$ cat config.mk
export PLATFORM = sky130hd
export DESIGN_NAME = codel_latency_violation_detector_core
export DESIGN_NICKNAME = d
export VERILOG_FILES = /design/src/hdl/cld_pkg.sv /design/src/hdl/codel_latency_violation_detector_core.sv /design/src/hdl/cld_isqrt.sv /design/src/hdl/cld_div.sv
export VERILOG_INCLUDE_DIRS = /design/src /design/src/hdl
export SDC_FILE = /design/constraint.sdc
export NUM_CORES = 1
export LEC_CHECK = 0
export BUFFER_PORTS_ARGS = -buffer_cell sky130_fd_sc_hd__buf_4
export CAP_MARGIN = 30
export CORE_UTILIZATION = 55
export DETAILED_ROUTE_END_ITERATION = 7
export GPL_TIMING_DRIVEN = 0
export PLACE_DENSITY = 0.78
export SLEW_MARGIN = 20
export SYNTH_ARGS = -nofsm -noshare
export SYNTH_HDL_FRONTEND = slang
export SYNTH_SLANG_ARGS = --single-unit
$ cat constraint.sdc
create_clock -name i_clk -period 6.05 [get_ports i_clk]
set_input_delay 0.605 -clock i_clk [delete_from_list [all_inputs] [get_ports i_clk]]
set_output_delay 0.605 -clock i_clk [all_outputs]
set_load 0.02 [all_outputs]
$ cat src/hdl/assert_macros.svh
// Assertion macros shared by the latency violation detector RTL
`ifndef ASSERT_MACROS_SVH
`define ASSERT_MACROS_SVH

// Property checked on every rising clock edge, off while reset is low
`define CLD_ASSERT(lbl, prop, msg) \
    lbl: assert property (@(posedge i_clk) disable iff (!i_rst_n) (prop)) \
        else $error(msg);

// Antecedent in one cycle implies consequent in the next
`define CLD_ASSERT_NEXT(lbl, ante, cons, msg) \
    `CLD_ASSERT(lbl, (ante) |=> (cons), msg)

`endif

$ cat src/hdl/cld_pkg.sv
// Shared widths, codes and reset values of the latency violation detector
package cld_pkg;

    localparam int LAT_W   = 40;
    localparam int CNT_W   = 32;
    localparam int ROOT_W  = CNT_W / 2;
    localparam int DIV_W   = ROOT_W + 1;
    localparam int EV_W    = 2;
    localparam int CIDX_W  = 2;

    typedef logic [LAT_W-1:0]  t_lat;
    typedef logic [CNT_W-1:0]  t_cnt;
    typedef logic [DIV_W-1:0]  t_div;
    typedef logic [EV_W-1:0]   t_ev;
    typedef logic [CIDX_W-1:0] t_cidx;

    // Result kinds
    localparam t_ev EV_SAMPLE = 2'd0;
    localparam t_ev EV_PASS   = 2'd1;
    localparam t_ev EV_VIOL   = 2'd2;
    localparam t_ev EV_SKIP   = 2'd3;

    // Input operations
    localparam logic OP_SAMPLE = 1'b0;
    localparam logic OP_TICK   = 1'b1;

    // Configuration register indexes
    localparam t_cidx CFG_BASE   = 2'd0;
    localparam t_cidx CFG_TARGET = 2'd1;
    localparam t_cidx CFG_ENABLE = 2'd2;

    localparam t_lat RST_BASE     = LAT_W'(100000000);
    localparam t_lat RST_TARGET   = LAT_W'(5000000);
    localparam t_lat FALLBACK_INT = LAT_W'(1000);

endpackage

$ cat src/hdl/codel_latency_violation_detector_core.sv
// Top level of the CoDel-style latency violation detector
//
//  channel  | direction | transfer            | contents
//  ---------+-----------+---------------------+-------------------------------------
//  s_axis   | in        | tvalid & tready     | tuser: operation, tdata: latency
//  m_axis   | out       | tvalid & tready     | tuser: event_res, tdata: results
//  cfg      | in        | valid & ready       | register index and 40-bit data
//
// Samples and non-violating ticks give a registered result in the cycle after the transaction
// and a new item is taken every cycle while the output drains.
// A violating tick passes through the states START, SQRT, DIV and OUT: the root
// takes two radicand bits a cycle, the divide one quotient bit a cycle.
// Synchronous active-low reset; configuration is always ready.
// A stalled output holds the result and blocks further input transactions.
`include "assert_macros.svh"

module codel_latency_violation_detector_core
    import cld_pkg::*;
(
    input  logic                   i_clk,
    input  logic                   i_rst_n,
    // slave stream
    input  logic                   s_axis_tvalid,
    output logic                   s_axis_tready,
    input  logic [LAT_W-1:0]       s_axis_tdata,  // [39:0] latency
    input  logic [0:0]             s_axis_tuser,  // [0] operation
    // master stream
    output logic                   m_axis_tvalid,
    input  logic                   m_axis_tready,
    output logic [2*LAT_W+CNT_W-1:0] m_axis_tdata, // [39:0] current_interval,
                                                   // [71:40] violations,
                                                   // [111:72] min_seen
    output logic [EV_W-1:0]        m_axis_tuser,  // [1:0] event_res
    // configuration
    input  logic                   i_cfg_valid,
    output logic                   o_cfg_ready,
    input  t_cidx                  i_cfg_index,
    input  t_lat                   i_cfg_data
);

    localparam logic [2:0] S_IDLE  = 3'd0;
    localparam logic [2:0] S_START = 3'd1;
    localparam logic [2:0] S_SQRT  = 3'd2;
    localparam logic [2:0] S_DIV   = 3'd3;
    localparam logic [2:0] S_OUT   = 3'd4;

    logic [2:0] r_state, n_state;
    t_lat       r_base, r_target;
    logic       r_enable;
    t_lat       r_min, n_min;
    logic       r_min_valid, n_min_valid;
    t_cnt       r_viol, n_viol;
    t_lat       r_interval, n_interval;
    t_lat       r_seen, n_seen;

    logic       r_m_valid, n_m_valid;
    t_ev        r_o_ev, n_o_ev;
    t_lat       r_o_int, n_o_int;
    t_cnt       r_o_viol, n_o_viol;
    t_lat       r_o_seen, n_o_seen;

    logic       s_fire, out_free;
    logic       sqrt_start, sqrt_done, div_done;
    t_div       sqrt_root;
    t_lat       quot;
    t_lat       lat_in;

    assign out_free      = !r_m_valid || m_axis_tready;
    assign s_axis_tready = (r_state == S_IDLE) && out_free;
    assign s_fire        = s_axis_tvalid && s_axis_tready;
    assign lat_in        = s_axis_tdata;
    assign sqrt_start    = (r_state == S_START);
    assign o_cfg_ready   = 1'b1;

    // Rounded square root of the violation count
    cld_isqrt u_isqrt (
        .i_clk      (i_clk),
        .i_rst_n    (i_rst_n),
        .i_start    (sqrt_start),
        .i_radicand (r_viol),
        .o_done     (sqrt_done),
        .o_root     (sqrt_root)
    );

    // base_interval / rounded root
    cld_div u_div (
        .i_clk      (i_clk),
        .i_rst_n    (i_rst_n),
        .i_start    (sqrt_done),
        .i_dividend (r_base),
        .i_divisor  (sqrt_root),
        .o_done     (div_done),
        .o_quot     (quot)
    );

    // Control and result sequencing
    always_comb begin
        n_state     = r_state;
        n_min       = r_min;
        n_min_valid = r_min_valid;
        n_viol      = r_viol;
        n_interval  = r_interval;
        n_seen      = r_seen;
        n_m_valid   = r_m_valid && !m_axis_tready;
        n_o_ev      = r_o_ev;
        n_o_int     = r_o_int;
        n_o_viol    = r_o_viol;
        n_o_seen    = r_o_seen;
        case (r_state)
            S_IDLE: begin
                if (s_fire) begin
                    n_m_valid = 1'b1;
                    n_o_int   = r_interval;
                    n_o_viol  = r_viol;
                    if (s_axis_tuser[0] == OP_SAMPLE) begin
                        if (!r_min_valid || (lat_in < r_min)) begin
                            n_min = lat_in;
                        end
                        n_min_valid = 1'b1;
                        n_o_ev      = EV_SAMPLE;
                        n_o_seen    = (!r_min_valid || (lat_in < r_min)) ? lat_in : r_min;
                    end else if (!r_min_valid) begin
                        n_o_ev   = EV_SKIP;
                        n_o_seen = '0;
                    end else begin
                        n_min       = '0;
                        n_min_valid = 1'b0;
                        n_o_seen    = r_min;
                        if (!r_enable) begin
                            n_o_ev = EV_SKIP;
                        end else if (r_min > r_target) begin
                            // violation: result waits for root and divide
                            n_m_valid = r_m_valid && !m_axis_tready;
                            n_seen    = r_min;
                            n_viol    = (r_viol == '1) ? r_viol : r_viol + 1'b1;
                            n_state   = S_START;
                        end else begin
                            n_viol     = '0;
                            n_interval = r_base;
                            n_o_ev     = EV_PASS;
                            n_o_int    = r_base;
                            n_o_viol   = '0;
                        end
                    end
                end
            end
            S_START: begin
                n_state = S_SQRT;
            end
            S_SQRT: begin
                if (sqrt_done) begin
                    n_state = S_DIV;
                end
            end
            S_DIV: begin
                if (div_done) begin
                    n_interval = (quot == '0) ? FALLBACK_INT : quot;
                    n_state    = S_OUT;
                end
            end
            S_OUT: begin
                if (out_free) begin
                    n_m_valid = 1'b1;
                    n_o_ev    = EV_VIOL;
                    n_o_int   = r_interval;
                    n_o_viol  = r_viol;
                    n_o_seen  = r_seen;
                    n_state   = S_IDLE;
                end
            end
            default: begin
                n_state = S_IDLE;
            end
        endcase
    end

    always_ff @(posedge i_clk) begin
        if (!i_rst_n) begin
            r_state     <= S_IDLE;
            r_base      <= RST_BASE;
            r_target    <= RST_TARGET;
            r_enable    <= 1'b1;
            r_min       <= '0;
            r_min_valid <= 1'b0;
            r_viol      <= '0;
            r_interval  <= RST_BASE;
            r_m_valid   <= 1'b0;
        end else begin
            r_state     <= n_state;
            r_min       <= n_min;
            r_min_valid <= n_min_valid;
            r_viol      <= n_viol;
            r_interval  <= n_interval;
            r_m_valid   <= n_m_valid;
            // configuration writes; unknown indexes are dropped
            if (i_cfg_valid && o_cfg_ready) begin
                case (i_cfg_index)
                    CFG_BASE:   r_base   <= i_cfg_data;
                    CFG_TARGET: r_target <= i_cfg_data;
                    CFG_ENABLE: r_enable <= i_cfg_data[0];
                    default: ;
                endcase
            end
        end
        r_seen   <= n_seen;
        r_o_ev   <= n_o_ev;
        r_o_int  <= n_o_int;
        r_o_viol <= n_o_viol;
        r_o_seen <= n_o_seen;
    end

    assign m_axis_tvalid = r_m_valid;
    assign m_axis_tuser  = r_o_ev;
    assign m_axis_tdata  = {r_o_seen, r_o_viol, r_o_int};

    // Checks
    `CLD_ASSERT(a_busy_blocks_input, (r_state != S_IDLE) |-> !s_axis_tready,
        "input taken while a tick is in progress")
    `CLD_ASSERT(a_viol_count_nonzero,
        (m_axis_tvalid && (m_axis_tuser == EV_VIOL)) |-> (m_axis_tdata[71:40] != '0),
        "violation reported with zero count")
    `CLD_ASSERT(a_viol_interval_nonzero,
        (m_axis_tvalid && (m_axis_tuser == EV_VIOL)) |-> (m_axis_tdata[39:0] != '0),
        "violation reported with zero interval")
    `CLD_ASSERT_NEXT(a_div_follows_sqrt, sqrt_done, (r_state == S_DIV),
        "divide not started after square root")

endmodule

$ cat src/hdl/cld_isqrt.sv
// Digit-serial square root, two radicand bits per cycle, rounded to nearest
module cld_isqrt
    import cld_pkg::*;
(
    input  logic i_clk,
    input  logic i_rst_n,
    input  logic i_start,
    input  t_cnt i_radicand,
    output logic o_done,
    output t_div o_root
);

    localparam int STEPS = CNT_W / 2;
    localparam int STEP_W = $clog2(STEPS);
    localparam int REM_W = ROOT_W + 4;

    logic                r_busy, n_busy;
    logic                r_done, n_done;
    logic [STEP_W-1:0]   r_step, n_step;
    t_cnt                r_rad, n_rad;
    logic [REM_W-1:0]    r_rem, n_rem;
    logic [ROOT_W-1:0]   r_root, n_root;
    t_div                r_res, n_res;

    logic [REM_W-1:0]    rem_sh, trial, rem_nx;
    logic [ROOT_W-1:0]   root_nx;
    logic                ge;

    // One digit step: bring down two bits, trial subtract 4r+1
    always_comb begin
        rem_sh  = {r_rem[REM_W-3:0], r_rad[CNT_W-1 -: 2]};
        trial   = {2'b00, r_root, 2'b01};
        ge      = (rem_sh >= trial);
        rem_nx  = ge ? (rem_sh - trial) : rem_sh;
        root_nx = {r_root[ROOT_W-2:0], ge};
    end

    always_comb begin
        n_busy = r_busy;
        n_done = 1'b0;
        n_step = r_step;
        n_rad  = r_rad;
        n_rem  = r_rem;
        n_root = r_root;
        n_res  = r_res;
        if (i_start) begin
            n_busy = 1'b1;
            n_step = '0;
            n_rad  = i_radicand;
            n_rem  = '0;
            n_root = '0;
        end else if (r_busy) begin
            n_rad  = {r_rad[CNT_W-3:0], 2'b00};
            n_rem  = rem_nx;
            n_root = root_nx;
            n_step = r_step + 1'b1;
            if (r_step == STEP_W'(STEPS - 1)) begin
                // remainder above root means sqrt is at least root + 0.5
                n_busy = 1'b0;
                n_done = 1'b1;
                n_res  = {1'b0, root_nx} + DIV_W'(rem_nx > REM_W'(root_nx));
            end
        end
    end

    always_ff @(posedge i_clk) begin
        if (!i_rst_n) begin
            r_busy <= 1'b0;
            r_done <= 1'b0;
        end else begin
            r_busy <= n_busy;
            r_done <= n_done;
        end
        r_step <= n_step;
        r_rad  <= n_rad;
        r_rem  <= n_rem;
        r_root <= n_root;
        r_res  <= n_res;
    end

    assign o_done = r_done;
    assign o_root = r_res;

endmodule

$ cat src/hdl/cld_div.sv
// Restoring divider, one quotient bit per cycle
module cld_div
    import cld_pkg::*;
(
    input  logic i_clk,
    input  logic i_rst_n,
    input  logic i_start,
    input  t_lat i_dividend,
    input  t_div i_divisor,
    output logic o_done,
    output t_lat o_quot
);

    localparam int STEP_W = $clog2(LAT_W);

    logic              r_busy, n_busy;
    logic              r_done, n_done;
    logic [STEP_W-1:0] r_step, n_step;
    t_lat              r_num, n_num;
    t_div              r_rem, n_rem;
    t_div              r_den, n_den;

    logic [DIV_W:0]    rem_sh, rem_sub;
    logic              ge;

    // Shift in the next dividend bit, subtract when it fits
    always_comb begin
        rem_sh  = {r_rem, r_num[LAT_W-1]};
        ge      = (rem_sh >= {1'b0, r_den});
        rem_sub = rem_sh - {1'b0, r_den};
    end

    always_comb begin
        n_busy = r_busy;
        n_done = 1'b0;
        n_step = r_step;
        n_num  = r_num;
        n_rem  = r_rem;
        n_den  = r_den;
        if (i_start) begin
            n_busy = 1'b1;
            n_step = '0;
            n_num  = i_dividend;
            n_rem  = '0;
            n_den  = i_divisor;
        end else if (r_busy) begin
            n_num  = {r_num[LAT_W-2:0], ge};
            n_rem  = ge ? rem_sub[DIV_W-1:0] : rem_sh[DIV_W-1:0];
            n_step = r_step + 1'b1;
            if (r_step == STEP_W'(LAT_W - 1)) begin
                n_busy = 1'b0;
                n_done = 1'b1;
            end
        end
    end

    always_ff @(posedge i_clk) begin
        if (!i_rst_n) begin
            r_busy <= 1'b0;
            r_done <= 1'b0;
        end else begin
            r_busy <= n_busy;
            r_done <= n_done;
        end
        r_step <= n_step;
        r_num  <= n_num;
        r_rem  <= n_rem;
        r_den  <= n_den;
    end

    // Dividend register holds the quotient once all bits are shifted through
    assign o_done = r_done;
    assign o_quot = r_num;

endmodule
* After elaboration in Yosys (flattened, before gate mapping) *
Cells that the tools add are included.

storage, ports and cells
  latch bits = 0
  register bits = 523
  RAM bits = 0
  memories = 0
  word-level logic and storage cells = 156
  bits in read-only memories = 0

operators by class
  eq/ne operators = 20
  reduce and logical (&&, ||, !) cells = 29
  shift operators = 0
  $mul = 0
  bitwise operators = 4
  add/sub/neg operators = 6
  $lt $le $gt $ge = 5
  divide/modulo/power cells = 0
  multiplexer cells = 65

operator list
  cell                                                              number
  40-bit 2-to-1 mux                                                 17
  32-bit 2-to-1 mux                                                 10
  40-bit case mux with 2 select lines                               3
  32-bit case mux with 2 select lines                               1
  40-bit > comparator                                               1
  40-bit logical NOT                                                1
  40-bit less-than comparator                                       1
  32-bit by 1-bit adder with 32-bit output (second input constant)  1
  32-bit == test (second input constant)                            1
  3-bit 2-to-1 mux                                                  8
  20-bit by 18-bit >= comparator with 1-bit output                  1
  20-bit by 16-bit > comparator with 1-bit output                   1
  20-bit 2-to-1 mux                                                 1
  20-bit by 18-bit subtractor with 20-bit output                    1
  18-bit by 17-bit >= comparator with 1-bit output                  1
  16-bit by 1-bit adder with 17-bit output                          1
  17-bit 2-to-1 mux                                                 1
  17-bit subtractor                                                 1
  1-bit 2-to-1 mux                                                  15
  3-bit case mux with 5 select lines                                1
  2-bit 2-to-1 mux                                                  6
  2-bit != test (second input constant)                             6
  3-bit AND reduction                                               4
  6-bit AND reduction                                               2
  other kinds (24)                                                  43

* Logic depth before layout (Yosys ltp) *
  depth in word-level cells = 8
  gate-level depth with buffers = 25

* Cells and area by module *
A second synthesis with hierarchy kept.

second synthesis, totals
  cells, all modules = 2469
  area total of the unflattened synthesis = 25966.2 um2

modules (own cells, without submodules)
  module                                 sequential area each (um2)  instances  cells each  area an instance (um2)
  codel_latency_violation_detector_core  8588.2                      1          1631        16736.1
  cld_isqrt                              2272.2                      1          482         5087.4
  cld_div                                2212.1                      1          356         4142.7

* Least setup slack after synthesis *
No wires, ideal clock.

  path kind = register to register
  start = reg r_state[2]
  end = reg r_o_ev[0] (netlist: m_axis_tuser[0]), enable pin
  setup slack = -0.478 ns
  buffers on the path = 2
  arrival = 6.221 ns
  cell stages (with the launch flop) = 6
  cells stage by stage = dfxtp_1 > clkbuf_1 > clkbuf_1 > o21ai_0 > nor2_1 > o31a_1

on the way
  word-level cells in the longest chain between the ends = 5

ends and longest elaborated chain
  item                             line                                                                                       text
  start, declared                  codel_latency_violation_detector_core.sv:47                                                logic [2:0] r_state, n_state;
  start signal, assigned           codel_latency_violation_detector_core.sv:189                                               r_state <= n_state;
  3-bit logical NOT                codel_latency_violation_detector_core.sv:69, codel_latency_violation_detector_core.sv:109
  1-bit logical AND                codel_latency_violation_detector_core.sv:69                                                assign s_axis_tready = (r_state == S_IDLE) && out_free;
  1-bit logical AND                codel_latency_violation_detector_core.sv:70                                                assign s_fire = s_axis_tvalid && s_axis_tready;
  2-bit != test (no line)          -
  4-bit AND reduction (no line) *  -
  end signal, assigned             codel_latency_violation_detector_core.sv:206                                               r_o_ev <= n_o_ev;
  end, declared                    codel_latency_violation_detector_core.sv:57                                                t_ev r_o_ev, n_o_ev;

Mark *: on every way between the ends. The rest lies on a longest branch, timed or not.
A chain may end at the register's enable or synchronous reset.

* Worst setup path in the final report *
  start = reg u_isqrt.r_root[0]
  end = reg u_isqrt.r_res[13] (netlist: u_isqrt.o_root[13]) (data pin)

on the way
  word-level cells in the longest chain between the ends = 4

ends and longest elaborated chain
  item                                                                                                                line                              text
  start, declared                                                                                                     cld_isqrt.sv:22                   logic [ROOT_W-1:0] r_root, n_root;
  start signal, assigned                                                                                              cld_isqrt.sv:77                   r_root <= n_root;
  20-bit by 18-bit subtractor with 20-bit output or 20-bit by 18-bit >= comparator with 1-bit output (tied branches)  cld_isqrt.sv:34, cld_isqrt.sv:33
  20-bit 2-to-1 mux *                                                                                                 cld_isqrt.sv:34                   rem_nx = ge ? (rem_sh - trial) : rem_sh;
  via u_isqrt.rem_nx[7]                                                                                               cld_isqrt.sv:25                   logic [REM_W-1:0] rem_sh, trial, rem_nx;
  20-bit by 16-bit > comparator with 1-bit output *                                                                   cld_isqrt.sv:61                   n_res = {1'b0, root_nx} + DIV_W'(rem_nx > REM_W'(root_nx));
  16-bit by 1-bit adder with 17-bit output *                                                                          cld_isqrt.sv:61
  end signal, assigned                                                                                                cld_isqrt.sv:78                   r_res <= n_res;
  end, declared                                                                                                       cld_isqrt.sv:23                   t_div r_res, n_res;

The timed path passes the listed nets; every way through them passes the cells marked *.

==> impl_metrics.py <==
metrics = {
    "route": {
        "via_per_inst": 6.15,
        "final_antenna_net_count": 0,
        "vias": 20400,
        "drt_iter0_drc": 1738,
        "wl_per_cell_um": 21.4,
        "finalWirelength_um": 70900,
        "drc_errors": 0,
        "detailedRoute.firstPassIterationCount": 5,
    },
    "min_path": {
        "timing.hold.worst.class": "input port to flip-flop",
    },
    "synth": {
        "syn_inst": 2396,
        "synth.net_count": 2620,
        "syn_avg_cell_area_um2": 10.6,
        "yosys-top-cells-area": "sky130_fd_sc_hd__edfxtp_1, sky130_fd_sc_hd__dfxtp_1, sky130_fd_sc_hd__ha_1",
        "post_synth_num_cell_types": 88,
        "synth_top_cell_area_share_pct": 30.6,
        "synth-async-reset-ratio_pct": 0,
        "synth_sequential_area_ratio_pct": 51.2,
        "synth.ff_latch_count": 523,
        "synth-warning-count": 0,
        "synthesis.area_um2": 25500,
        "post_synth_edffs": 260,
        "post-synth-top-area-cell": "sky130_fd_sc_hd__edfxtp_1",
        "top_flip_flop_cell_by_instance_count_after_synthesis": "sky130_fd_sc_hd__dfxtp_1",
    },
    "power_and_ir_drop": {
        "design_power_total_mw": 10.4,
        "power.leakage_nw": 11.5,
        "power_frac_clock_pct": 32.0,
        "p_int_mw": 7.11,
        "power_density_nw_per_um2": 349,
        "reported_net_switching_power_mw": 3.28,
        "combinationalPowerShare_pct": 28.1,
        "netSwitchingFraction_pct": 31.6,
        "seq_power_share_pct": 39.9,
        "vdd.ir_drop.worst_mv": 0.416,
    },
    "clock_network": {
        "holdBufCountCts": 0,
        "clock_latency_ps": 610,
        "clockBufferDepth": 3,
        "root_buffer": "sky130_fd_sc_hd__clkbuf_16",
        "clk_pin_slew_worst_paths_ps": 60,
        "numCtsBuffers": 55,
        "clock_tree_from_tritoncts": "built",
        "cts.sinks": 523,
        "clock_tree.htree_level_count": 2,
    },
    "critical_path": {
        "crit_chain": "inv_1, ha_1, nor2b_1, o31ai_2, a21oi_1, o221a_2, o41ai_4, buf_4, buf_4, mux2_2, ha_1, a21o_1, a21oi_1, o21ai_0, a21oi_1, o221ai_1, a221oi_2, a21oi_1, or4b_4, ha_1, nand3_2, nor2_1, nand2_1, xnor2_1",
        "worst_path_max_delay_cell": "sky130_fd_sc_hd__or4b_4",
        "critical_path_fanout_max": 10,
        "worst_setup_path_end_kind": "flip-flop",
        "criticalPathCategory": "flip-flop to flip-flop",
        "cp_slowest_stage_delay_ps": 580,
        "cpMostUsedCell": "sky130_fd_sc_hd__a21oi_1",
        "required_time_of_the_worst_setup_path_ps": 6390,
        "worst-endpoint-arrival_ps": 6170,
        "setup.worst_path.start_class": "flip-flop",
    },
    "place": {
        "placedCellCount": 3203,
        "detailed_place_hpwl_um": 52300,
        "gp_congestion": 0.948,
        "postPlaceCellArea_um2": 27900,
        "placement.io_buffers": 201,
    },
    "floorplan": {
        "core_area_um2": 45600,
        "die_h_um": 217,
        "die_area_um2": 47300,
        "initial_utilization_pct": 56.0,
        "die_w_um": 217,
        "io_pins": 205,
        "fp-row-count": 78,
    },
    "global_route": {
        "globalRouteMet1Util_pct": 38.9,
        "grt_start_max_net_pins": 33,
        "global_route.usage.met2_pct": 48.9,
        "vias_in_the_first_global_route": 19900,
        "number_of_antenna_violations_at_the_first_check_in_global_routing": 9,
        "globalRouteOverflowTotal": 0,
        "globalRouteMet3Util_pct": 5.27,
        "total_global_route_track_usage_pct": 29.8,
        "grt_first_pass_wirelength_um": 110000,
        "grt-busiest-layer": "met2",
    },
    "sta": {
        "finalWorstPathRequiredPeriod_ps": 5830,
        "setup_viol": 0,
        "timing.setup.tns_ps": 0,
        "finalHoldViolCount": 0,
        "max_slew_margin_pct": 30.5,
        "drv_slew": 0,
        "worst-slew-pin-transition_ps": 1040,
        "finalCritPeriodShare_pct": 96.4,
        "clock_skew_ps": 23.7,
        "fmax_mhz": 171,
    },
    "finish": {
        "layout_commonest_cell": "sky130_fd_sc_hd__edfxtp_1",
        "layout.cell_area.non_filler_um2": 29800,
        "final_net_count": 2888,
        "flow.area_growth_from_synthesis_pct": 16.7,
        "post-route-util_pct": 65.3,
        "final_layout_size_suffix_gt1_share_pct": 18.2,
        "post_layout_nonfiller_instances": 3316,
        "final_cell_mix": "sky130_fd_sc_hd__edfxtp_1, sky130_fd_sc_hd__dfxtp_1, sky130_fd_sc_hd__nand2_1, sky130_fd_sc_hd__buf_4, sky130_fd_sc_hd__a21oi_1",
    },
    "job": {
        "max-cap-violations": 0,
    },
    "status": {
        "run_status": "finished, final reports clean",
    },
}
## path summary, 6_finish.rpt
path | slack (ps) | to | depth (start not counted) | from
setup reg to reg | 220 | u_isqrt.o_root[13]$_DFFE_PP_ | 24 | u_isqrt.r_root[0]$_SDFFE_PP0P_
setup / recovery | 220 | u_isqrt.o_root[13]$_DFFE_PP_ | 24 | u_isqrt.r_root[0]$_SDFFE_PP0P_
hold / removal | 230 | r_min[10]$_SDFFE_PN0P_ | 2 | s_axis_tdata[10]
hold reg to reg | 420 | u_div.r_den[13]$_DFFE_PP_ | 0 | u_isqrt.o_root[13]$_DFFE_PP_
## power groups by stage
stage / clock, mW / combinational, mW / sequential, mW
after floorplan: 0 / 1.95 / 4.23
after CTS: 3.36 / 2.80 / 4.14
after global placement: 0 / 2.67 / 4.21
after global routing: 3.51 / 3.22 / 4.16
final: 3.33 / 2.92 / 4.14
after detailed placement: 0 / 2.77 / 4.21
## per-layer routing
layer	wire length (um)	share of wire, %
met4	2830	4.0
met5	12	0.017
met2	33500	47
met3	5350	7.5
met1	29300	41
## Yosys cell counts, types with 8 or more instances
master,number
sky130_fd_sc_hd__a2111oi_0,8
sky130_fd_sc_hd__a211oi_1,19
sky130_fd_sc_hd__a21boi_0,15
sky130_fd_sc_hd__a21o_1,43
sky130_fd_sc_hd__a21oi_1,159
sky130_fd_sc_hd__a221o_1,41
sky130_fd_sc_hd__a2bb2oi_1,12
sky130_fd_sc_hd__a31oi_1,18
sky130_fd_sc_hd__a32o_1,40
sky130_fd_sc_hd__and2_1,37
sky130_fd_sc_hd__and3_1,53
sky130_fd_sc_hd__buf_1,10
sky130_fd_sc_hd__buf_2,21
sky130_fd_sc_hd__clkbuf_1,98
sky130_fd_sc_hd__dfxtp_1,263
sky130_fd_sc_hd__edfxtp_1,260
sky130_fd_sc_hd__ha_1,135
sky130_fd_sc_hd__inv_1,138
sky130_fd_sc_hd__mux2_2,118
sky130_fd_sc_hd__mux2i_1,41
sky130_fd_sc_hd__nand2_1,235
sky130_fd_sc_hd__nand2b_1,12
sky130_fd_sc_hd__nand3_1,52
sky130_fd_sc_hd__nand4_1,32
sky130_fd_sc_hd__nor2_1,121
sky130_fd_sc_hd__nor2b_1,10
sky130_fd_sc_hd__nor3_1,32
sky130_fd_sc_hd__nor4_1,16
sky130_fd_sc_hd__o211ai_1,21
sky130_fd_sc_hd__o21a_1,14
sky130_fd_sc_hd__o21ai_0,65
sky130_fd_sc_hd__o21ai_1,12
sky130_fd_sc_hd__o221a_2,10
sky130_fd_sc_hd__o22a_1,9
sky130_fd_sc_hd__o22ai_1,20
sky130_fd_sc_hd__o31ai_1,16
sky130_fd_sc_hd__or3_1,27
sky130_fd_sc_hd__or4_1,9
sky130_fd_sc_hd__xnor2_1,36
sky130_fd_sc_hd__xor2_1,24
## logic make-up after synthesis
family | synth area share, %
xor gates and xnor gates | 2.06
DFF | 51.2
buffers and inverters | 4.22
and+or+nand+nor | 12.9
adders and majority gates | 6.70
other | 0.0147
muxes | 6.82
AOI/OAI and AO/OA | 16.0
## cell type report
class                      instances  area, um2
antenna                            8       20.0
buffer                           134        564
clock buffer                      67       1460
clock inverter                    34        294
fill                            3570      15800
inverter                         138        518
multi-input combinational       1601      11400
sequential                       523      13100
tap                              600        751
timing repair buffer             211       1670
## critical path, delay by kind of cell (launching register included)
kind | cells | cell delay (ps)
buf+inv | 3 | 560
flops | 1 | 410
simple gates | 5 | 1090
fa+ha+maj | 3 | 930
compound gates | 11 | 2120
xor+xnor | 1 | 60
mux | 1 | 370
## state kept, by name, summed over array words and instances (netlist names), 18 cells and up
register,count
r_base,40
r_interval,40
r_min,40
r_o_int,40
r_o_seen,40
r_o_viol,32
r_seen,40
r_target,40
r_viol,32
u_div.o_quot,40
u_isqrt.r_rad,32
u_isqrt.r_rem,18
## stage by stage
stage | setup WS, ps | hold WS [ps]
after CTS | 8.42 | 207
final | 219 | 231
after detailed placement | -34.0 | 405
after floorplan | 854 | 400
after global routing | -73.2 | 217
after global placement | -478 | 400
## what timing repair did
item / in CTS / in global routing
gates resized for setup: 2 / 11
buffers inserted: 0 / 4
setup endpoints to repair: 8 / 17
pin swaps: 0 / 4
Power figures use the tool's default switching activity.
